<file path="src/rof3_pkg.sv">
// ----------------------------------------------------------------------------
// rof3_pkg
// Shared constants and types of the 3x3 rank-order filter.
// ----------------------------------------------------------------------------
package rof3_pkg;

    localparam int PIX_W       = 8;
    localparam int WIN_N       = 9;
    localparam int RANK_W      = 4;
    localparam int RANK_MAX    = 8;
    localparam int CFG_W_BITS  = 11;
    localparam int CFG_H_BITS  = 12;
    localparam int ROW_W       = 13;
    localparam int CFG_IDX_W   = 2;
    localparam int CFG_DATA_W  = 12;
    localparam int DEF_MAX_WIDTH = 1024;

    localparam logic [CFG_IDX_W-1:0] CFG_IMAGE_WIDTH  = 2'd0;
    localparam logic [CFG_IDX_W-1:0] CFG_IMAGE_HEIGHT = 2'd1;
    localparam logic [CFG_IDX_W-1:0] CFG_RANK_INDEX   = 2'd2;

    localparam logic [CFG_W_BITS-1:0] RST_IMAGE_WIDTH  = 11'd1024;
    localparam logic [CFG_H_BITS-1:0] RST_IMAGE_HEIGHT = 12'd1024;
    localparam logic [RANK_W-1:0]     RST_RANK_INDEX   = 4'd4;

    // Window element r*3+c, row 0 is the oldest line, column 2 the newest pixel.
    typedef logic [WIN_N-1:0][PIX_W-1:0] t_win;

endpackage

</file>
<file path="src/rof3_rank.sv">
// ----------------------------------------------------------------------------
// rof3_rank
// Rank selection stage: registers a window together with a one-hot mark of
// the element that sits at the requested position of the sorted order.
// ----------------------------------------------------------------------------
module rof3_rank import rof3_pkg::*; (
    input  logic              i_clk,
    input  logic              i_load,
    input  t_win              i_win,
    input  logic [RANK_W-1:0] i_rank,
    output logic [PIX_W-1:0]  o_pick,
    output logic [WIN_N-1:0]  o_sel
);

    t_win             r_vals;
    logic [WIN_N-1:0] r_sel;
    logic [WIN_N-1:0] n_sel;

    // Each element's sorted position is the number of elements below it, with
    // equal values ordered by window index, so every position is taken once.
    always_comb begin
        logic [RANK_W-1:0] pos;
        n_sel = '0;
        for (int i = 0; i < WIN_N; i++) begin
            pos = '0;
            for (int j = 0; j < WIN_N; j++) begin
                if (j != i) begin
                    if ((i_win[j] < i_win[i]) || ((j < i) && (i_win[j] == i_win[i]))) begin
                        pos = pos + RANK_W'(1);
                    end
                end
            end
            n_sel[i] = (pos == i_rank);
        end
    end

    always_ff @(posedge i_clk) begin
        if (i_load) begin
            r_vals <= i_win;
            r_sel  <= n_sel;
        end
    end

    always_comb begin
        o_pick = '0;
        for (int i = 0; i < WIN_N; i++) begin
            o_pick = o_pick | (r_vals[i] & {PIX_W{r_sel[i]}});
        end
    end

    assign o_sel = r_sel;

endmodule

</file>
<file path="config.mk">
export PLATFORM = sky130hd
export DESIGN_NAME = rof3_rank
export DESIGN_NICKNAME = d
export VERILOG_FILES = /design/src/rof3_pkg.sv /design/src/rof3_rank.sv
export SDC_FILE = /design/constraint.sdc
export NUM_CORES = 1
export LEC_CHECK = 0
export ABC_AREA = 1
export BUFFER_PORTS_ARGS = -buffer_cell sky130_fd_sc_hd__buf_2
export CORE_MARGIN = 1
export CORE_UTILIZATION = 35
export CTS_CLUSTER_DIAMETER = 40
export DETAILED_ROUTE_END_ITERATION = 8
export HOLD_SLACK_MARGIN = 0.15
export PLACE_DENSITY = 0.48
export SYNTH_ARGS = -nofsm -noshare
export SYNTH_HDL_FRONTEND = slang
export SYNTH_SLANG_ARGS = --single-unit
</file>
<file path="constraint.sdc">
create_clock -name i_clk -period 15 [get_ports i_clk]
set_clock_uncertainty 0.1 [all_clocks]
set_input_delay 3 -clock i_clk [delete_from_list [all_inputs] [get_ports i_clk]]
set_output_delay 3 -clock i_clk [all_outputs]
set_load 0.02 [all_outputs]
</file>
* Word-level counts from Yosys, hierarchy flattened *
Cells that the tools add are included.

word-level totals
  register bits after elaboration = 81
  input bits = 78
  output and inout port bits = 17
  logic and storage cells = 315

operators by class
  add/subtract/negate cells = 63
  $lt $le $gt $ge = 72
  eq/ne operators = 45
  muxes and demuxes = 72
  bitwise gates (word level) = 17
  reductions and logical operators = 36

operators by type and width
  operator                                                        count
  8-bit < comparator                                              72
  8-bit == test                                                   36
  4-bit two-way mux                                               63
  4-bit by 1-bit adder with 4-bit output (second input constant)  54
  8-bit AND                                                       9
  8-bit bitwise OR                                                8
  4-bit == test                                                   9
  1-bit logical OR                                                36
  1-bit by 1-bit adder with 2-bit output (second input constant)  9
  1-bit two-way mux                                               9

* Longest topological paths before layout *
Gate-level depths: netlist (run 1).

  depth after elaboration = 18
  depth in mapped cells = 37

* Least setup slack after synthesis (run 1) *
Ideal clock, no wire load.

  path type = input-to-reg
  start = input port i_win[17] (netlist bit)
  end = register r_sel[0], in the netlist o_sel[0], data pin
  setup time = 0.252 ns
  data arrival time = 7.322 ns
  slack = 7.326 ns
  stages = 32
  buffers on the path = 0
  path through = inv_1 ha_1 inv_1 o21bai_1 nand2_1 nand2_1 nand2_1 nand2_1 nand2_1 ha_1 nand3_2 nand2_2 inv_1 ha_1 nand2_1 nand2_1 ha_1 or2_2 and2_1 ha_1 nand2_1 nand2_1 ha_1 or2_2 nand2_1 inv_1 ha_1 or2_2 nand2_1 nand2_1 nand4_1 nor2_2

on the way
  longest elaborated chain between the ends = 15

ends and longest elaborated chain
  what                                    line             text
  start, declared                         rof3_rank.sv:9   input t_win i_win,
  8-bit < comparator *                    rof3_rank.sv:28  if ((i_win[j] < i_win[i]) || ((j < i) && (i_win[j] == i_win[i]))) begin
  4-bit two-way mux *                     rof3_rank.sv:28
  4-bit by 1-bit adder with 4-bit output  rof3_rank.sv:29  pos = pos + RANK_W'(1);
  4-bit two-way mux *                     rof3_rank.sv:28
  4-bit by 1-bit adder with 4-bit output  rof3_rank.sv:29
  4-bit two-way mux *                     rof3_rank.sv:28
  4-bit by 1-bit adder with 4-bit output  rof3_rank.sv:29
  4-bit two-way mux *                     rof3_rank.sv:28
  4-bit by 1-bit adder with 4-bit output  rof3_rank.sv:29
  4-bit two-way mux *                     rof3_rank.sv:28
  4-bit by 1-bit adder with 4-bit output  rof3_rank.sv:29
  4-bit two-way mux *                     rof3_rank.sv:28
  4-bit by 1-bit adder with 4-bit output  rof3_rank.sv:29
  4-bit two-way mux *                     rof3_rank.sv:28
  4-bit == test *                         rof3_rank.sv:33  n_sel[i] = (pos == i_rank);
  named net n_sel[0]                      rof3_rank.sv:17  logic [WIN_N-1:0] n_sel;
  end signal, assigned                    rof3_rank.sv:40  r_sel <= n_sel;
  end, declared                           rof3_rank.sv:16  logic [WIN_N-1:0] r_sel;

Mark *: on every way through the listed nets, which the timed path passes. The rest lies on a longest branch.
A chain may end at the register's enable or synchronous reset.

* Worst setup path after layout (run 1) *
Same ends and word-level chain as after synthesis.

==> results of run 1 <==
worst paths after layout:
check / cells after the start / end / slack, ns
worst max-delay path: 33 / o_sel[0] / 6.86
worst min-delay path: 1 / r_vals[60] / 2.73
cells by family after synthesis:
| kind of cell | after synthesis | synth area share (%) |
|---|---|---|
| simple gates | 1106 | 34.94 |
| fa+ha+maj | 347 | 29.63 |
| buf+inv | 333 | 8.546 |
| compound gates | 226 | 9.272 |
| flops | 81 | 16.60 |
| xor+xnor | 17 | 1.016 |
cells in the final DEF (no fill, tap or decap), types with 15 or more instances in the layout:
cell type  Yosys  routed
o21ai_0       24      24
nor2_2        15      15
ha_1         347     347
nand2_2       44      44
buf_2          0      93
nand2_1      639     639
xor2_1        16      16
nand4_1       53      53
nor2_1        87      87
edfxtp_1      81      81
a21oi_1      126     126
nand3_1      181     181
inv_1        307     307
nand3_2       27      27
where the power goes:
| part | internal, mW | leakage (nW) | switching [mW] |
|---|---|---|---|
| Combinational | 0.328 | 8.01 | 0.603 |
| Clock | 0.150 | 0.161 | 0.114 |
| Sequential | 0.274 | 0.790 | 0.0228 |
| Total | 0.751 | 8.96 | 0.739 |
cell type report:
class / count / area [um2] / share of cell area (%)
clock buffers: 9 / 225.2 / 1.401
clock inverters: 7 / 112.6 / 0.7004
inverters: 319 / 1197 / 7.448
multi-input cells: 1696 / 10970 / 68.24
flip-flops and latches: 81 / 2432 / 15.13
well taps: 532 / 665.6 / 4.140
repair buffers: 94 / 473.0 / 2.942
state kept, by name (all words and copies together), names as in the netlist:
| name | count |
|---|---|
| r_vals | 72 |
| o_sel | 9 |
critical path, delay by kind of cell:
family,cells,cell delay (ns)
AO/OA/AOI/OAI,1,0.13
AND/OR/NAND/NOR,20,2.49
adder cells (fa/ha/maj),7,2.04
buffers and inverters,5,0.48
stage by stage:
| stage | instances | total power [mW] |
|---|---|---|
| 4_1_cts | 2738 | 1.497 |
| 6_report | 2738 | 1.491 |
| 5_1_grt | 2738 | 1.658 |
| 2_1_floorplan | 2110 | 0.9820 |
| 3_5_place_dp | 2722 | 1.228 |
| 3_3_place_gp | 2722 | 1.212 |
layer usage:
layer / global-route usage (%) / wire [um] / vias up
met4: 4.202 / 641 / 0
met3: 1.743 / 1747 / 31
met1: 33.77 / 24810 / 6463
met5: 0 / 0 / -
met2: 40.92 / 23230 / 237
li1: - / - / 7263
==> run_results.csv, run 1 <==
group,metric,value,unit
placement,dp_hpwl,41.60,mm
clock_tree,tritoncts,"done",
clock_tree,h-tree-depth,3,
detailed_routing,antenna_left,0,
finish,antenna_cells,0,
setup_path,critPathKind,"in -> reg",
hold_path,worstHoldStart,"i_win[60]",
setup_path,arrival,8.15,ns
synth,synth_top_area_share,29.63,%
finish,area_growth_syn_to_layout,9.699,%
floorplanning,initial_utilization,35.65,%
power_and_ir_drop,power.density,92.72,nW/um2
detailed_routing,viasPerCell,5.111,
floorplanning,core-area,41110,um2
global_routing,antenna_found_initial,0,
synth,synthTopCellsByArea,"ha_1 (30%), edfxtp_1 (17%), nand2_1 (16%)",
global_routing,grt_pass1_wl,77.38,mm
detailed_routing,vias,13994,
placement,port-buffer-count,94,
setup_path,worstPathRequired,15.01,ns
clock_tree,cts-root-buf,"clkbuf_16",
placement,dp_slack,6.515,ns
timing,rsz0062_at_grt,"false",
setup_path,cp-start-kind,"primary input",
placement,place_area,15740,um2
clock_tree,ctsResizeCount,0,
timing,post-route-period-util,54.27,%
floorplanning,die_w,206.6,um
setup_path,cp-startpoint,"i_win[17]",
floorplanning,io_pins,95,
timing,setup_viol,0,
timing,whs,2.729,ns
synth,synth_most_common_cell,"nand2_1",
setup_path,crit_top_cell,"nand2_1",
run_status,violations,"design-rule violations",
synth,synth_common_cells,"nand2_1 (639), ha_1 (347), inv_1 (307), nand3_1 (181), a21oi_1 (126)",
synth,ys_seq_area_share,16.60,%
synth,yosysWarnings,0,
synth,avgSynthCellArea,6.946,um2
timing,setup_tns,0,ns
floorplanning,num_rows,74,
run_status,status,"finished, violations left",
detailed_routing,drt_pass1_iterations,7,
finish,fin_util,39.11,%
timing,setup_slack,6.860,ns
global_routing,grt_use_total,24.17,%
setup_path,path_max_fanout,8,
clock_tree,post_cts_buffers,0,
finish,drive_gt1_share,11.11,%
timing,finalHoldViolations,0,
finish,fill_cells,4434,
detailed_routing,wl,50.43,mm
detailed_routing,drtIter0Drc,858,
timing,period_minus_slack,8.140,ns
timing,relSlewSlack,19.48,%
floorplanning,dieArea,42690,um2
synth,mappedNetlistArea,14660,um2
detailed_routing,drc,7,
detailed_routing,wl_per_cell,18.42,um
clock_tree,cts_hold_buf,0,
floorplanning,die_y,206.6,um
timing,max_freq,122.8,MHz
synth,netlist_instances,2110,
hold_path,worstHoldPathType,"in -> reg",
timing,slew_viol_final,0,
finish,design_area,16080,um2
synth,synth-seq-cells,81,
clock_tree,cts_max_path_buffers,2,
global_routing,grt_start_max_net_pins,82,
power_and_ir_drop,irDropWorstVdd,60.74,uV
synth,synth_top_area_cell,"ha_1",
flow_run,maxCapViolCount,0,
synth,synth_fp_nets,2535,
synth,async_flop_share,0,%
setup_path,worstSetupEndpointType,"register",
synth,synth_edf_count,81,
timing,max_slew.worst_pin.slew,1.208,ns
clock_tree,cts_made_buffers,9,
global_routing,overflow,0,
power_and_ir_drop,p_leak,8.963,nW
clock_tree,clock-sinks,81,
finish,nets,2626,
setup_path,critPathSlowestCell,"ha_1",
synth,ys_types,46,
setup_path,cp_slowest_stage_delay,0.38,ns
clock_tree,clk_pin_slew,0.08,ns
synth,synthFlopType,"edfxtp_1",
placement,place.gp.congestion,0.8746,
global_routing,first_global_vias,13354,
Note: power is estimated with default switching activity, not from simulation.
==> run 2, diff against run 1 <==
clock period = 7.6 ns   (was 15 ns; I/O delays follow)
==> run 2 against run 1 <==
  * The run still ends with design-rule violations left
  * Hold slack lost 1.5 ns
  * Utilization grew 0.076 points
  * Via count grew 0.37%
==> run_results.csv, run 2 (same netlist as run 1, synthesis figures left out) <==
group,metric,value,unit
global_routing,antenna_found_initial,1,
clock_tree,cts_max_path_buffers,2,
setup_path,path_max_fanout,8,
global_routing,overflow,0,
global_routing,grt_start_max_net_pins,48,
floorplanning,io_pins,95,
detailed_routing,drtIter0Drc,954,
finish,antenna_cells,0,
hold_path,worstHoldPathType,"in -> reg",
setup_path,cp_slowest_stage_delay,0.36,ns
finish,mostFrequentLayoutCells,"nand2_1 (639), ha_1 (347), inv_1 (307)",
finish,area_growth_syn_to_layout,9.912,%
placement,dp_slack,0.5722,ns
flow_run,maxCapViolCount,0,
floorplanning,die_w,206.6,um
detailed_routing,wl_per_cell,18.47,um
floorplanning,die_y,206.6,um
placement,dp.cells,2730,
timing,period_minus_slack,6.679,ns
power_and_ir_drop,p_total,2.920,mW
finish,drive_gt1_share,11.43,%
setup_path,crit_top_cell,"nand2_1",
finish,final_common_cell,"nand2_1",
setup_path,critPathKind,"in -> reg",
power_and_ir_drop,p_comb_share,63.3,%
clock_tree,post_cts_buffers,0,
detailed_routing,drt_pass1_iterations,7,
clock_tree,clk_pin_slew,0.08,ns
timing,setup_tns,0,ns
finish,max_flop_register,"r_vals",
power_and_ir_drop,swShare,50.17,%
global_routing,first_global_vias,13443,
timing,post-route-period-util,87.88,%
timing,rsz0062_at_grt,"false",
finish,multiInputGateArea,10970,um2
floorplanning,initial_utilization,35.65,%
timing,setup_slack,0.9211,ns
floorplanning,core-area,41110,um2
placement,dp_hpwl,42.43,mm
detailed_routing,antenna_left,0,
finish,fin_util,39.18,%
timing,setup_viol,0,
finish,regArea,2432,um2
global_routing,grt_use_total,24.50,%
clock_tree,ctsResizeCount,0,
power_and_ir_drop,seq_power_share,20.0,%
timing,finalHoldViolations,0,
detailed_routing,viasPerCell,5.115,
clock_tree,cts-root-buf,"clkbuf_16",
clock_tree,h-tree-depth,3,
timing,whs,1.251,ns
run_status,status,"finished, violations left",
clock_tree,cts_made_buffers,9,
power_and_ir_drop,power.density,181.3,nW/um2
power_and_ir_drop,switchingPower,1.465,mW
global_routing,grt_pass1_wl,78.11,mm
power_and_ir_drop,pwr-share-clk,16.7,%
placement,port-buffer-count,94,
setup_path,worstSetupEndpointType,"register",
timing,max_freq,149.7,MHz
timing,relSlewSlack,58.59,%
placement,place_area,15800,um2
finish,design_area,16110,um2
detailed_routing,vias,14046,
clock_tree,clock-sinks,81,
power_and_ir_drop,p_leak,8.995,nW
timing,max_slew.worst_pin.slew,0.6211,ns
detailed_routing,drc,7,
finish,fin_cells,2746,
placement,place.gp.congestion,0.9092,
clock_tree,tritoncts,"done",
setup_path,cp-start-kind,"primary input",
setup_path,critPathSlowestCell,"ha_1",
setup_path,worstPathRequired,7.62,ns
power_and_ir_drop,irDropWorstVdd,95.79,uV
finish,nets,2634,
finish,largest_reg_flops,72,
detailed_routing,wl,50.73,mm
floorplanning,num_rows,74,
finish,fill_cells,4411,
run_status,violations,"design-rule violations",
setup_path,arrival,6.70,ns
floorplanning,dieArea,42690,um2
timing,slew_viol_final,0,
power_and_ir_drop,p_int,1.455,mW
clock_tree,cts_hold_buf,0,
[run 2: cell count changes in the layout (fill, tap and decap cells not counted), sizes merged]
cell / delta
inv: +3
buf: +8
bufinv: -1
clkinv: -1
clkinvlp: -1
[run 2: final timing paths]
kind / startpoint / end / slack, ns / cells after the start
worst max-delay path: i_win[23] / o_sel[0] / 0.92 / 31
worst min-delay path: i_win[63] / r_vals[63] / 1.25 / 1
[run 2: final cells by class]
type	count	share of cell area (%)
clock buffer	9	1.398
clock inverter	7	0.5204
inverter	319	7.434
multi-input combinational	1696	68.11
sequential	81	15.10
tap	532	4.132
timing repair buffer	102	3.309
[run 2: worst max-delay path, delay by kind of cell]
family | cells | cell delay, ns
AND/OR/NAND/NOR | 20 | 2.62
adder cells (fa/ha/maj) | 7 | 2.06
buffers and inverters | 4 | 0.49
[run 2: power by group through the flow]
stage	clock [mW]	combinational, mW	sequential, mW
global route	0.514	2.16	0.589
finish	0.487	1.85	0.584
global placement	0	1.80	0.595
CTS	0.498	1.85	0.586
detailed placement	0	1.84	0.596
floorplan	0	1.37	0.570
[run 2: routing by layer]
metal / up-vias / GRT usage, % / wire (um)
met1: 6464 / 34.39 / 25040
met3: 31 / 1.805 / 1755
met4: 0 / 4.911 / 819
met5: - / 0 / 0
li1: 7285 / - / -
met2: 266 / 40.92 / 23120
